## src/hw/rtl/infix_to_postfix_converter_assert.svh

```systemverilog
// Assertion macros for the infix-to-postfix converter.
// Used by the top level; expects signals named clock and reset in scope.
`ifndef INFIX_TO_POSTFIX_CONVERTER_ASSERT_SVH
`define INFIX_TO_POSTFIX_CONVERTER_ASSERT_SVH

// same-cycle implication
`define ITP_ASSERT_IMPLIES(label, ante, cons, msg) \
   label: assert property (@(posedge clock) disable iff (reset) (ante) |-> (cons)) \
      else $error(msg);

// next-cycle implication
`define ITP_ASSERT_NEXT(label, ante, cons, msg) \
   label: assert property (@(posedge clock) disable iff (reset) (ante) |=> (cons)) \
      else $error(msg);

`endif

```

## src/hw/rtl/itp_pkg.sv

```systemverilog
// Shared types and constants for the infix-to-postfix converter.
// No dependencies; imported by every module of the block.
package itp_pkg;

   typedef struct packed {
      logic       command;
      logic [7:0] character;
   } req_word_type;

   typedef struct packed {
      logic [1:0] token_kind;
      logic [7:0] token_char;
      logic       number_start;
      logic [2:0] error_code;
      logic       last;
   } rsp_word_type;

   typedef enum logic [2:0] {
      CLS_DIGIT,
      CLS_PERIOD,
      CLS_SPACE,
      CLS_LPAREN,
      CLS_RPAREN,
      CLS_OPERATOR,
      CLS_INVALID
   } char_class_type;

   typedef logic [2:0] op_code_type;

   localparam op_code_type OP_LPAREN = 3'd0;
   localparam op_code_type OP_ADD    = 3'd1;
   localparam op_code_type OP_SUB    = 3'd2;
   localparam op_code_type OP_MUL    = 3'd3;
   localparam op_code_type OP_DIV    = 3'd4;
   localparam op_code_type OP_POW    = 3'd5;

   typedef struct packed {
      logic           is_end;
      char_class_type cls;
      op_code_type    op;
      logic [7:0]     character;
   } token_word_type;

   localparam logic [1:0] KIND_NUMBER    = 2'd0;
   localparam logic [1:0] KIND_OPERATOR  = 2'd1;
   localparam logic [1:0] KIND_DONE_OK   = 2'd2;
   localparam logic [1:0] KIND_DONE_FAIL = 2'd3;

   localparam logic [2:0] ERR_NONE      = 3'd0;
   localparam logic [2:0] ERR_INVALID   = 3'd1;
   localparam logic [2:0] ERR_EMPTY     = 3'd2;
   localparam logic [2:0] ERR_PERIODS   = 3'd3;
   localparam logic [2:0] ERR_MISMATCH  = 3'd4;
   localparam logic [2:0] ERR_BARE_MINUS = 3'd5;
   localparam logic [2:0] ERR_OVERFLOW  = 3'd6;

   localparam logic [7:0] CHAR_ZERO   = 8'h30;
   localparam logic [7:0] CHAR_NINE   = 8'h39;
   localparam logic [7:0] CHAR_PERIOD = 8'h2E;
   localparam logic [7:0] CHAR_SPACE  = 8'h20;
   localparam logic [7:0] CHAR_LPAREN = 8'h28;
   localparam logic [7:0] CHAR_RPAREN = 8'h29;
   localparam logic [7:0] CHAR_PLUS   = 8'h2B;
   localparam logic [7:0] CHAR_MINUS  = 8'h2D;
   localparam logic [7:0] CHAR_STAR   = 8'h2A;
   localparam logic [7:0] CHAR_SLASH  = 8'h2F;
   localparam logic [7:0] CHAR_CARET  = 8'h5E;

   localparam int QUEUE_DEPTH = 4;

endpackage

```

## src/hw/rtl/infix_to_postfix_converter.sv

```systemverilog
// Infix-to-postfix converter top level: front end, word queue, back end.
// Depends on itp_pkg, itp_front, itp_queue, itp_back and the assertion header.
// req_ carries one word per expression character (command 0) or an end
// marker (command 1); rsp_ returns number characters, operators in postfix
// order and a final done word with the error code. last marks the final
// word caused by a request word; characters that cause nothing return nothing.
// A request passes the front register, the queue and the output register.
// Throughput: one character per cycle while the output is not stalled; the
// back end takes no new word while it pops operators through the single
// output register, makes the second stack push of '(' with an implicit *,
// or flushes operators at an end word and emits the done word.
// A stalled receiver holds the output register and the back end; the
// 4-word queue and the front register fill, then req_ready drops.
// Reset empties the stack (no clearing pass; stack entries are only used
// after being written) and clears any pending error.
`include "infix_to_postfix_converter_assert.svh"

module infix_to_postfix_converter import itp_pkg::*; #(
   parameter int STACK_DEPTH = 32
) (
   input  logic         clock,
   input  logic         reset,
   input  logic         req_valid,
   output logic         req_ready,
   input  req_word_type req_word,
   output logic         rsp_valid,
   input  logic         rsp_ready,
   output rsp_word_type rsp_word
);

   logic           front_valid, front_ready;
   token_word_type front_word;
   logic           tok_valid, tok_ready;
   token_word_type tok_word;

   itp_front u_front (
      .clock     (clock),
      .reset     (reset),
      .req_valid (req_valid),
      .req_ready (req_ready),
      .req_word  (req_word),
      .out_valid (front_valid),
      .out_ready (front_ready),
      .out_word  (front_word)
   );

   itp_queue u_queue (
      .clock      (clock),
      .reset      (reset),
      .push_valid (front_valid),
      .push_ready (front_ready),
      .push_word  (front_word),
      .pop_valid  (tok_valid),
      .pop_ready  (tok_ready),
      .pop_word   (tok_word)
   );

   itp_back #(
      .STACK_DEPTH (STACK_DEPTH)
   ) u_back (
      .clock     (clock),
      .reset     (reset),
      .in_valid  (tok_valid),
      .in_ready  (tok_ready),
      .in_word   (tok_word),
      .rsp_valid (rsp_valid),
      .rsp_ready (rsp_ready),
      .rsp_word  (rsp_word)
   );

   `ITP_ASSERT_IMPLIES(a_done_is_last, rsp_valid && (rsp_word.token_kind == KIND_DONE_OK || rsp_word.token_kind == KIND_DONE_FAIL), rsp_word.last, "done word without last")
   `ITP_ASSERT_IMPLIES(a_err_only_on_fail, rsp_valid && rsp_word.token_kind != KIND_DONE_FAIL, rsp_word.error_code == ERR_NONE, "error code outside failed done")
   `ITP_ASSERT_NEXT(a_end_blocks_back, tok_valid && tok_ready && tok_word.is_end, !tok_ready, "back end took a word during flush")
   `ITP_ASSERT_IMPLIES(a_front_stall, front_valid && !front_ready, !req_ready, "request taken while front stalled")

endmodule

```

## src/hw/rtl/itp_queue.sv

```systemverilog
// Small FIFO of classified words between front and back end.
// Depends on itp_pkg.
module itp_queue import itp_pkg::*; (
   input  logic           clock,
   input  logic           reset,
   input  logic           push_valid,
   output logic           push_ready,
   input  token_word_type push_word,
   output logic           pop_valid,
   input  logic           pop_ready,
   output token_word_type pop_word
);

   localparam int PTR_W = $clog2(QUEUE_DEPTH);

   token_word_type   slot_ff [QUEUE_DEPTH];
   logic [PTR_W-1:0] wr_ptr_ff, wr_ptr_in;
   logic [PTR_W-1:0] rd_ptr_ff, rd_ptr_in;
   logic [PTR_W:0]   count_ff, count_in;
   logic             do_push, do_pop;

   assign push_ready = (count_ff != (PTR_W + 1)'(QUEUE_DEPTH));
   assign pop_valid  = (count_ff != '0);
   assign pop_word   = slot_ff[rd_ptr_ff];
   assign do_push    = push_valid && push_ready;
   assign do_pop     = pop_valid && pop_ready;

   always_comb begin
      wr_ptr_in = wr_ptr_ff;
      rd_ptr_in = rd_ptr_ff;
      count_in  = count_ff;
      if (do_push) begin
         wr_ptr_in = (wr_ptr_ff == PTR_W'(QUEUE_DEPTH - 1)) ? '0 : wr_ptr_ff + PTR_W'(1);
      end
      if (do_pop) begin
         rd_ptr_in = (rd_ptr_ff == PTR_W'(QUEUE_DEPTH - 1)) ? '0 : rd_ptr_ff + PTR_W'(1);
      end
      if (do_push && !do_pop) begin
         count_in = count_ff + (PTR_W + 1)'(1);
      end else if (do_pop && !do_push) begin
         count_in = count_ff - (PTR_W + 1)'(1);
      end
   end

   always_ff @(posedge clock) begin
      if (reset) begin
         wr_ptr_ff <= '0;
         rd_ptr_ff <= '0;
         count_ff  <= '0;
      end else begin
         wr_ptr_ff <= wr_ptr_in;
         rd_ptr_ff <= rd_ptr_in;
         count_ff  <= count_in;
      end
   end

   always_ff @(posedge clock) begin
      if (do_push) begin
         slot_ff[wr_ptr_ff] <= push_word;
      end
   end

endmodule

```

## src/hw/rtl/itp_front.sv

```systemverilog
// Front end: accepts input words and classifies each character.
// Depends on itp_pkg.
module itp_front import itp_pkg::*; (
   input  logic           clock,
   input  logic           reset,
   input  logic           req_valid,
   output logic           req_ready,
   input  req_word_type   req_word,
   output logic           out_valid,
   input  logic           out_ready,
   output token_word_type out_word
);

   logic           front_valid_ff, front_valid_in;
   token_word_type front_word_ff, front_word_in;

   function automatic token_word_type classify(req_word_type w);
      token_word_type t;
      t.is_end    = w.command;
      t.cls       = CLS_INVALID;
      t.op        = OP_LPAREN;
      t.character = w.character;
      if (w.character >= CHAR_ZERO && w.character <= CHAR_NINE) begin
         t.cls = CLS_DIGIT;
      end else begin
         unique case (w.character)
            CHAR_PERIOD: t.cls = CLS_PERIOD;
            CHAR_SPACE:  t.cls = CLS_SPACE;
            CHAR_LPAREN: t.cls = CLS_LPAREN;
            CHAR_RPAREN: t.cls = CLS_RPAREN;
            CHAR_PLUS: begin
               t.cls = CLS_OPERATOR;
               t.op  = OP_ADD;
            end
            CHAR_MINUS: begin
               t.cls = CLS_OPERATOR;
               t.op  = OP_SUB;
            end
            CHAR_STAR: begin
               t.cls = CLS_OPERATOR;
               t.op  = OP_MUL;
            end
            CHAR_SLASH: begin
               t.cls = CLS_OPERATOR;
               t.op  = OP_DIV;
            end
            CHAR_CARET: begin
               t.cls = CLS_OPERATOR;
               t.op  = OP_POW;
            end
            default: t.cls = CLS_INVALID;
         endcase
      end
      return t;
   endfunction

   assign req_ready = !front_valid_ff || out_ready;
   assign out_valid = front_valid_ff;
   assign out_word  = front_word_ff;

   always_comb begin
      front_valid_in = front_valid_ff;
      front_word_in  = front_word_ff;
      if (req_valid && req_ready) begin
         front_valid_in = 1'b1;
         front_word_in  = classify(req_word);
      end else if (out_ready) begin
         front_valid_in = 1'b0;
      end
   end

   always_ff @(posedge clock) begin
      if (reset) begin
         front_valid_ff <= 1'b0;
      end else begin
         front_valid_ff <= front_valid_in;
      end
      front_word_ff <= front_word_in;
   end

endmodule

```

## src/hw/rtl/itp_back.sv

```systemverilog
// Back end: operator stack, number tracking and result sequencing.
// Depends on itp_pkg; stack entries live in a one-write, one-read memory.
module itp_back import itp_pkg::*; #(
   parameter int STACK_DEPTH = 32
) (
   input  logic           clock,
   input  logic           reset,
   input  logic           in_valid,
   output logic           in_ready,
   input  token_word_type in_word,
   output logic           rsp_valid,
   input  logic           rsp_ready,
   output rsp_word_type   rsp_word
);

   localparam int ADDR_W = $clog2(STACK_DEPTH);
   localparam int CNT_W  = $clog2(STACK_DEPTH + 1);

   localparam logic [1:0] LK_INFIX  = 2'd0;
   localparam logic [1:0] LK_LPAREN = 2'd1;
   localparam logic [1:0] LK_RPAREN = 2'd2;
   localparam logic [1:0] LK_OTHER  = 2'd3;

   localparam logic [1:0] CONT_NONE   = 2'd0;
   localparam logic [1:0] CONT_NUMBER = 2'd1;
   localparam logic [1:0] CONT_LPAREN = 2'd2;

   typedef enum logic [2:0] {
      S_IDLE,
      S_INFIX,
      S_LPUSH,
      S_RPAREN,
      S_END
   } state_type;

   state_type         state_ff, state_in;
   logic [CNT_W-1:0]  count_ff, count_in;
   op_code_type       top_ff, top_in;
   op_code_type       below_ff;
   logic [2:0]        err_ff, err_in;
   logic [1:0]        last_kind_ff, last_kind_in;
   logic              in_number_ff, in_number_in;
   logic              seen_period_ff, seen_period_in;
   logic              has_digit_ff, has_digit_in;
   logic              prev_lparen_ff, prev_lparen_in;
   op_code_type       op_ff, op_in;
   logic [1:0]        cont_ff, cont_in;
   logic [7:0]        char_ff, char_in;
   logic              rsp_valid_ff, rsp_valid_in;
   rsp_word_type      rsp_word_ff, rsp_word_in;

   op_code_type       stack_ram [STACK_DEPTH];
   logic [CNT_W-1:0]  rd_idx;
   logic [ADDR_W-1:0] rd_addr;

   logic              advance, has_top, has_below, full;
   logic              push_en, pop_en, clear_en;
   op_code_type       push_code;
   logic              emit_en;
   rsp_word_type      emit_word;
   logic              run_infix, run_rparen, go_on, num_begin;
   op_code_type       sel_op;
   logic [1:0]        sel_cont;
   logic [7:0]        sel_char;
   logic [2:0]        done_err;

   function automatic logic [2:0] op_prec(op_code_type code);
      logic [2:0] p;
      unique case (code) inside
         OP_ADD, OP_SUB: p = 3'd2;
         OP_MUL, OP_DIV: p = 3'd3;
         OP_POW:         p = 3'd4;
         default:        p = 3'd0;
      endcase
      return p;
   endfunction

   function automatic logic [7:0] op_symbol(op_code_type code);
      logic [7:0] s;
      unique case (code)
         OP_ADD:  s = CHAR_PLUS;
         OP_SUB:  s = CHAR_MINUS;
         OP_MUL:  s = CHAR_STAR;
         OP_DIV:  s = CHAR_SLASH;
         OP_POW:  s = CHAR_CARET;
         default: s = CHAR_LPAREN;
      endcase
      return s;
   endfunction

   function automatic logic is_operator(op_code_type code);
      return (code >= OP_ADD) && (code <= OP_POW);
   endfunction

   // ^ is right-associative: it does not pop another ^
   function automatic logic pops_infix(op_code_type top, op_code_type incoming);
      logic [2:0] top_prec;
      top_prec = op_prec(top) - ((top == OP_POW) ? 3'd1 : 3'd0);
      return is_operator(top) && (op_prec(incoming) <= top_prec);
   endfunction

   assign advance   = !rsp_valid_ff || rsp_ready;
   assign in_ready  = (state_ff == S_IDLE) && advance;
   assign has_top   = (count_ff != '0);
   assign has_below = (count_ff >= CNT_W'(2));
   assign full      = (count_ff == CNT_W'(STACK_DEPTH));
   assign rsp_valid = rsp_valid_ff;
   assign rsp_word  = rsp_word_ff;

   always_comb begin
      state_in       = state_ff;
      err_in         = err_ff;
      last_kind_in   = last_kind_ff;
      in_number_in   = in_number_ff;
      seen_period_in = seen_period_ff;
      has_digit_in   = has_digit_ff;
      prev_lparen_in = prev_lparen_ff;
      op_in          = op_ff;
      cont_in        = cont_ff;
      char_in        = char_ff;
      push_en        = 1'b0;
      push_code      = OP_LPAREN;
      pop_en         = 1'b0;
      clear_en       = 1'b0;
      emit_en        = 1'b0;
      emit_word      = '0;
      run_infix      = 1'b0;
      run_rparen     = 1'b0;
      sel_op         = op_ff;
      sel_cont       = cont_ff;
      sel_char       = char_ff;
      go_on          = 1'b0;
      num_begin      = 1'b0;
      done_err       = err_ff;

      if (advance) begin
         unique case (state_ff)
            S_IDLE: begin
               if (in_valid) begin
                  if (in_word.is_end) begin
                     if (err_ff == ERR_NONE && in_number_ff && !has_digit_ff) begin
                        err_in = ERR_BARE_MINUS;
                     end
                     state_in = S_END;
                  end else if (err_ff != ERR_NONE) begin
                     state_in = S_IDLE;
                  end else if (in_word.cls == CLS_INVALID) begin
                     err_in = ERR_INVALID;
                  end else if (in_word.cls == CLS_RPAREN && prev_lparen_ff) begin
                     err_in = ERR_EMPTY;
                  end else begin
                     prev_lparen_in = (in_word.cls == CLS_LPAREN);
                     go_on          = 1'b1;
                     if (in_number_ff) begin
                        if (in_word.cls == CLS_DIGIT) begin
                           go_on                = 1'b0;
                           has_digit_in         = 1'b1;
                           emit_en              = 1'b1;
                           emit_word.token_kind = KIND_NUMBER;
                           emit_word.token_char = in_word.character;
                           emit_word.last       = 1'b1;
                        end else if (in_word.cls == CLS_PERIOD) begin
                           go_on = 1'b0;
                           if (seen_period_ff) begin
                              err_in = ERR_PERIODS;
                           end else begin
                              seen_period_in       = 1'b1;
                              emit_en              = 1'b1;
                              emit_word.token_kind = KIND_NUMBER;
                              emit_word.token_char = in_word.character;
                              emit_word.last       = 1'b1;
                           end
                        end else begin
                           in_number_in = 1'b0;
                           if (!has_digit_ff) begin
                              go_on  = 1'b0;
                              err_in = ERR_BARE_MINUS;
                           end
                        end
                     end
                     if (go_on) begin
                        num_begin = (in_word.cls == CLS_DIGIT) ||
                                    (in_word.cls == CLS_PERIOD) ||
                                    (in_word.cls == CLS_OPERATOR && in_word.op == OP_SUB &&
                                     (last_kind_ff == LK_INFIX || last_kind_ff == LK_LPAREN));
                        if (num_begin) begin
                           if (last_kind_ff == LK_RPAREN) begin
                              run_infix = 1'b1;
                              sel_op    = OP_MUL;
                              sel_cont  = CONT_NUMBER;
                              sel_char  = in_word.character;
                           end else begin
                              in_number_in           = 1'b1;
                              seen_period_in         = (in_word.cls == CLS_PERIOD);
                              has_digit_in           = (in_word.cls == CLS_DIGIT);
                              last_kind_in           = LK_OTHER;
                              emit_en                = 1'b1;
                              emit_word.token_kind   = KIND_NUMBER;
                              emit_word.token_char   = in_word.character;
                              emit_word.number_start = 1'b1;
                              emit_word.last         = 1'b1;
                           end
                        end else begin
                           unique case (in_word.cls)
                              CLS_LPAREN: begin
                                 if (last_kind_ff == LK_INFIX || last_kind_ff == LK_LPAREN) begin
                                    if (full) begin
                                       err_in = ERR_OVERFLOW;
                                    end else begin
                                       push_en      = 1'b1;
                                       push_code    = OP_LPAREN;
                                       last_kind_in = LK_LPAREN;
                                    end
                                 end else begin
                                    run_infix = 1'b1;
                                    sel_op    = OP_MUL;
                                    sel_cont  = CONT_LPAREN;
                                 end
                              end
                              CLS_RPAREN: run_rparen = 1'b1;
                              CLS_OPERATOR: begin
                                 run_infix = 1'b1;
                                 sel_op    = in_word.op;
                                 sel_cont  = CONT_NONE;
                              end
                              default: run_infix = 1'b0;
                           endcase
                        end
                     end
                  end
               end
            end
            S_INFIX:  run_infix = 1'b1;
            S_LPUSH: begin
               state_in = S_IDLE;
               if (full) begin
                  err_in = ERR_OVERFLOW;
               end else begin
                  push_en      = 1'b1;
                  push_code    = OP_LPAREN;
                  last_kind_in = LK_LPAREN;
               end
            end
            S_RPAREN: run_rparen = 1'b1;
            S_END: begin
               if (err_ff == ERR_NONE && has_top && is_operator(top_ff)) begin
                  pop_en               = 1'b1;
                  emit_en              = 1'b1;
                  emit_word.token_kind = KIND_OPERATOR;
                  emit_word.token_char = op_symbol(top_ff);
               end else begin
                  if (err_ff == ERR_NONE && has_top) begin
                     done_err = ERR_MISMATCH;
                  end
                  emit_en              = 1'b1;
                  emit_word.token_kind = (done_err != ERR_NONE) ? KIND_DONE_FAIL : KIND_DONE_OK;
                  emit_word.error_code = done_err;
                  emit_word.last       = 1'b1;
                  clear_en             = 1'b1;
                  err_in               = ERR_NONE;
                  last_kind_in         = LK_LPAREN;
                  in_number_in         = 1'b0;
                  seen_period_in       = 1'b0;
                  has_digit_in         = 1'b0;
                  prev_lparen_in       = 1'b0;
                  state_in             = S_IDLE;
               end
            end
            default: state_in = S_IDLE;
         endcase

         if (run_infix) begin
            if (has_top && pops_infix(top_ff, sel_op)) begin
               pop_en               = 1'b1;
               emit_en              = 1'b1;
               emit_word.token_kind = KIND_OPERATOR;
               emit_word.token_char = op_symbol(top_ff);
               emit_word.last       = (sel_cont != CONT_NUMBER) &&
                                      !(has_below && pops_infix(below_ff, sel_op));
               state_in             = S_INFIX;
               op_in                = sel_op;
               cont_in              = sel_cont;
               char_in              = sel_char;
            end else if (full) begin
               err_in   = ERR_OVERFLOW;
               state_in = S_IDLE;
            end else begin
               push_en   = 1'b1;
               push_code = sel_op;
               state_in  = S_IDLE;
               case (sel_cont)
                  CONT_NONE: last_kind_in = LK_INFIX;
                  CONT_NUMBER: begin
                     in_number_in           = 1'b1;
                     seen_period_in         = (sel_char == CHAR_PERIOD);
                     has_digit_in           = (sel_char != CHAR_PERIOD) &&
                                              (sel_char != CHAR_MINUS);
                     last_kind_in           = LK_OTHER;
                     emit_en                = 1'b1;
                     emit_word.token_kind   = KIND_NUMBER;
                     emit_word.token_char   = sel_char;
                     emit_word.number_start = 1'b1;
                     emit_word.last         = 1'b1;
                  end
                  CONT_LPAREN: state_in = S_LPUSH;
                  default: state_in = S_IDLE;
               endcase
            end
         end

         if (run_rparen) begin
            if (has_top && is_operator(top_ff)) begin
               pop_en               = 1'b1;
               emit_en              = 1'b1;
               emit_word.token_kind = KIND_OPERATOR;
               emit_word.token_char = op_symbol(top_ff);
               emit_word.last       = !(has_below && is_operator(below_ff));
               state_in             = S_RPAREN;
            end else if (!has_top) begin
               err_in   = ERR_MISMATCH;
               state_in = S_IDLE;
            end else begin
               pop_en       = 1'b1;
               last_kind_in = LK_RPAREN;
               state_in     = S_IDLE;
            end
         end
      end
   end

   always_comb begin
      count_in = count_ff;
      top_in   = top_ff;
      if (clear_en) begin
         count_in = '0;
      end else if (push_en) begin
         count_in = count_ff + CNT_W'(1);
         top_in   = push_code;
      end else if (pop_en) begin
         count_in = count_ff - CNT_W'(1);
         top_in   = below_ff;
      end
      rd_idx  = (count_in >= CNT_W'(2)) ? count_in - CNT_W'(2) : '0;
      rd_addr = rd_idx[ADDR_W-1:0];

      rsp_word_in  = emit_en ? emit_word : rsp_word_ff;
      rsp_valid_in = emit_en ? 1'b1 : (rsp_ready ? 1'b0 : rsp_valid_ff);
   end

   // below_ff tracks the entry under the top of stack
   always_ff @(posedge clock) begin
      if (push_en) begin
         stack_ram[count_ff[ADDR_W-1:0]] <= push_code;
      end
      below_ff <= stack_ram[rd_addr];
   end

   always_ff @(posedge clock) begin
      if (reset) begin
         state_ff       <= S_IDLE;
         count_ff       <= '0;
         err_ff         <= ERR_NONE;
         last_kind_ff   <= LK_LPAREN;
         in_number_ff   <= 1'b0;
         seen_period_ff <= 1'b0;
         has_digit_ff   <= 1'b0;
         prev_lparen_ff <= 1'b0;
         cont_ff        <= CONT_NONE;
         rsp_valid_ff   <= 1'b0;
      end else begin
         state_ff       <= state_in;
         count_ff       <= count_in;
         err_ff         <= err_in;
         last_kind_ff   <= last_kind_in;
         in_number_ff   <= in_number_in;
         seen_period_ff <= seen_period_in;
         has_digit_ff   <= has_digit_in;
         prev_lparen_ff <= prev_lparen_in;
         cont_ff        <= cont_in;
         rsp_valid_ff   <= rsp_valid_in;
      end
      top_ff      <= top_in;
      op_ff       <= op_in;
      char_ff     <= char_in;
      rsp_word_ff <= rsp_word_in;
   end

endmodule
```

## config.mk

```make
export PLATFORM = sky130hd
export DESIGN_NAME = infix_to_postfix_converter
export DESIGN_NICKNAME = d
export VERILOG_FILES = /design/src/hw/rtl/itp_pkg.sv /design/src/hw/rtl/infix_to_postfix_converter.sv /design/src/hw/rtl/itp_queue.sv /design/src/hw/rtl/itp_front.sv /design/src/hw/rtl/itp_back.sv
export VERILOG_INCLUDE_DIRS = /design/src /design/src/hw/rtl
export SDC_FILE = /design/constraint.sdc
export NUM_CORES = 1
export LEC_CHECK = 0
export BUFFER_PORTS_ARGS = -buffer_cell sky130_fd_sc_hd__buf_2
export CORE_MARGIN = 4
export CORE_UTILIZATION = 57
export CTS_CLUSTER_SIZE = 20
export DETAILED_ROUTE_END_ITERATION = 12
export GPL_ROUTABILITY_DRIVEN = 1
export PLACE_DENSITY = 0.77
export SETUP_SLACK_MARGIN = 0.2
export SLEW_MARGIN = 30
export SYNTH_ARGS = -nofsm -noshare
export SYNTH_HDL_FRONTEND = slang
export SYNTH_SLANG_ARGS = --single-unit
```

## constraint.sdc

```tcl
create_clock -name clock -period 6 [get_ports clock]
set_clock_uncertainty 0.2 [all_clocks]
set_input_delay 0.6 -clock clock [delete_from_list [all_inputs] [get_ports clock]]
set_output_delay 0.6 -clock clock [all_outputs]
set_load 0.01 [all_outputs]
```

==> out/qor.txt <==
Post-Syn Area: 11400 um2
vias post-DR: 8873
CP Capture Type: register
Core Rows: 51
first-pass iteration count of the detailed router: 5
initial core utilization: 58.3%
Synth top area share: 52.7%
CTS tree: yes
Slew Limit Fails: 0
worst hold path class: in -> reg
share of layout cells above drive strength 1: 26.6%
I/O pin count: 30
vias per inst: 6.54
commonest non-fill, non-tap cells in the layout: edfxtp_1 (200), nor2_1 (105), buf_4 (101)
PD cells: 598 nW/um2
register area share after synthesis: 58.7%
cell taking the most area after synthesis: edfxtp_1
Worst-path clk slew: 0.06 ns
Buf/Inv on CP: 3
Worst path max stage delay: 0.62 ns
Post-CTS Hold Buffers: 0
antenna violations before repair: 0
Hold Path Depth: 1
vias in the first global route: 8422
pin count of the biggest net entering global routing: 34
crit path DAT: 6.20 ns
detailed-placement wirelength estimate: 20000 um
reg-to-reg slack, setup: 0.04 ns
Net Sw Frac: 41.2%
Worst VDD drop: 0.000316 V
Worst Max-Slew Pin Slew: 0.830 ns
Net Count, Synth: 992
Flop pwr share: 26.6%
critical setup path kind: reg -> reg
Main synth FF type: edfxtp_1
gp weighted congestion: 0.940
Top Metal Used: met4
Die Ht: 149 um
Crit Path Max Fanout: 8
critical path depth: 26
Worst Min Path Start: req_word[8]
Final Core Density: 70.3%
met2 routed WL: 13600 um
WL per Instance: 22.4 um
Crit-path slowest cell: mux4_2
Fmax: 0.168 GHz
Routed WL: 30400 um
Die Wd: 149 um
Worst Hold Endpoint: u_front.out_word[14]$_DFFE_PP_
fin crit period: 5.96 ns
Area Growth Syn to Fin: 20.6%
Post-synth EDFFs: 200
RSZ-0062 raised after global routing: true
port buffer count: 29
met3 WL post-DR: 3050 um
commonest non-fill, non-tap cell in the layout: edfxtp_1
Gate power share: 56.2%
CTS root buf: clkbuf_16
Clock Power Share: 17.3%
final hold violation count: 0
nets@finish: 1110
Routed met1 length: 12900 um
setup TNS: 0 ns
Worst Hold Slack: 0.0448 ns
Layout fillers: 1344
slew margin rel.: 44.4%
distinct cell type count after synthesis: 93
Leak: 4.91 nW
status: completed
fin crit share: 99.3%
Synth warnings: 0
ANT nets after route: 0
Finish-stage setup viols: 0
flop and latch count out of synthesis: 234
Total GRT Usage: 26.8%
CP top delay family: compound AO/OA/AOI/OAI gates
clk_lat worst skew: 0.54 ns
Internal: 4.83 mW
largest cells by area after synthesis: edfxtp_1 (53%), dfxtp_1 (6.0%), nor2_1 (3.8%), mux4_2 (3.2%), ha_1 (2.4%)
ANT cells: 0
total CTS buffers: 24
total gr overflow: 0
TritonCTS sink count: 234
first-pass GRT wire length: 46900 um
Cells after Synth: 956
r2r endpoint: u_back.below_ff[2]$_DFF_P_
CORE AREA: 19500 um2
Total Power: 8.22 mW
FFs w/ async S/R, synth: 0%
Max Cap Viol: 0
Reg2Reg Depth: 26
Syn Area/Cell: 11.9 um2
DRC: 0
H-tree depth: 1
Switching Power: 3.39 mW
Critical Path RT: 6.24 ns
clock buffer depth: 3
initial DRC count: 1110
Startpoint Class: register
Die ar.: 22300 um2
-- area by class of cell --
class | instances | area [um2] | area share, %
sequential | 234 | 6690 | 48.7
inverter | 32 | 120 | 0.874
multi-input combinational | 644 | 4780 | 34.8
clock inverter | 16 | 140 | 1.02
clock buffer | 28 | 616 | 4.48
tap | 265 | 332 | 2.41
timing repair buffer | 138 | 1060 | 7.72
-- flip-flops by register name, indices dropped and copies added (netlist names), 2 cells and up, named ones only --
name	flops
u_queue.slot_ff	60
u_back.top_ff	3
u_back.cont_ff	2
u_back.stack_ram	96
u_back.err_ff	3
u_back.count_ff	6
u_queue.wr_ptr_ff	2
u_front.out_word	15
u_back.last_kind_ff	2
u_queue.rd_ptr_ff	2
u_back.state_ff	3
u_queue.count_ff	3
u_back.rsp_word	15
u_back.below_ff	3
u_back.op_ff	3
u_back.char_ff	8
-- synth_stat cells (all sizes together), types with 8 or more instances --
cell type and n:
mux4 16, nor3 30, mux2i 23, nor4 9, and2 13, edfxtp 200, and3 12, a221oi 9
a21oi 50, ha 22, nor2b 12, o21ai 39, inv 32, o211ai 10, a211oi 8, nor2 117
mux2 9, o221ai 10, nand2 74, nand3 21, nand4 8, buf 10, clkbuf 36, a31oi 10
o22ai 18, dfxtp 34, or3 10
-- worst reg2reg max path, delay by kind of cell, from the launching register on --
family          cells  cell delay, ns
simple gates        9            1.49
flops               1            0.43
buf+inv             3            0.43
compound gates     11            2.32
mux                 2            0.78
fa+ha+maj           1            0.24
-- timing repair --
| item | in CTS | in global routing |
|---|---|---|
| setup endpoints to repair | 3 | 3 |
| cloned | 2 | 1 |
| gates resized for setup | 28 | 39 |
| pin swaps | 12 | 24 |
| buffers inserted | 11 | 15 |
-- power by group through the flow --
stage / combinational (mW) / clock [mW] / sequential [mW]
after floorplan: 2.58 / 0 / 2.16
after global placement: 3.76 / 0 / 2.20
after detailed placement: 3.82 / 0 / 2.20
after CTS: 4.11 / 1.44 / 2.18
after global routing: 4.90 / 1.51 / 2.20
final: 4.62 / 1.42 / 2.18
-- worst max-delay path by stage --
stage | startpoint | end | slack, ns
finish | register | u_back.below_ff[2]$_DFF_P_ | 0.04
global route | register | u_back.below_ff[2]$_DFF_P_ | -0.12
CTS | register | u_back.below_ff[0]$_DFF_P_ | 0.21
detailed placement | register | u_back.below_ff[1]$_DFF_P_ | -0.20
global placement | register | u_back.below_ff[0]$_DFF_P_ | 0.02
floorplan | register | u_back.below_ff[2]$_DFF_P_ | 0.21
-- through the flow --
step | cells | instance area [um2] | worst slack (ns)
floorplan | 956 | 11500 | 0.214
global placement | 1284 | 12400 | 0.0162
detailed placement | 1284 | 12400 | -0.196
CTS | 1341 | 13400 | 0.206
global route | 1357 | 13700 | -0.123
finish | 1357 | 13700 | 0.0413
-- kinds of logic after synthesis --
| group | count (synthesis) | synth area share, % |
|---|---|---|
| simple gates | 330 | 14.2 |
| xor+xnor | 8 | 0.615 |
| fa+ha+maj | 23 | 2.59 |
| mux | 48 | 6.08 |
| buf+inv | 78 | 2.92 |
| compound gates | 235 | 14.9 |
| flops | 234 | 58.7 |
-- per-layer routing --
metal / vias to the layer above / global-route usage, %
li1: 3941 / -
met1: 4293 / 40.5
met2: 557 / 40.6
met3: 82 / 4.86
met4: 0 / 6.86
met5: - / 0
Power figures use the tool's default switching activity.
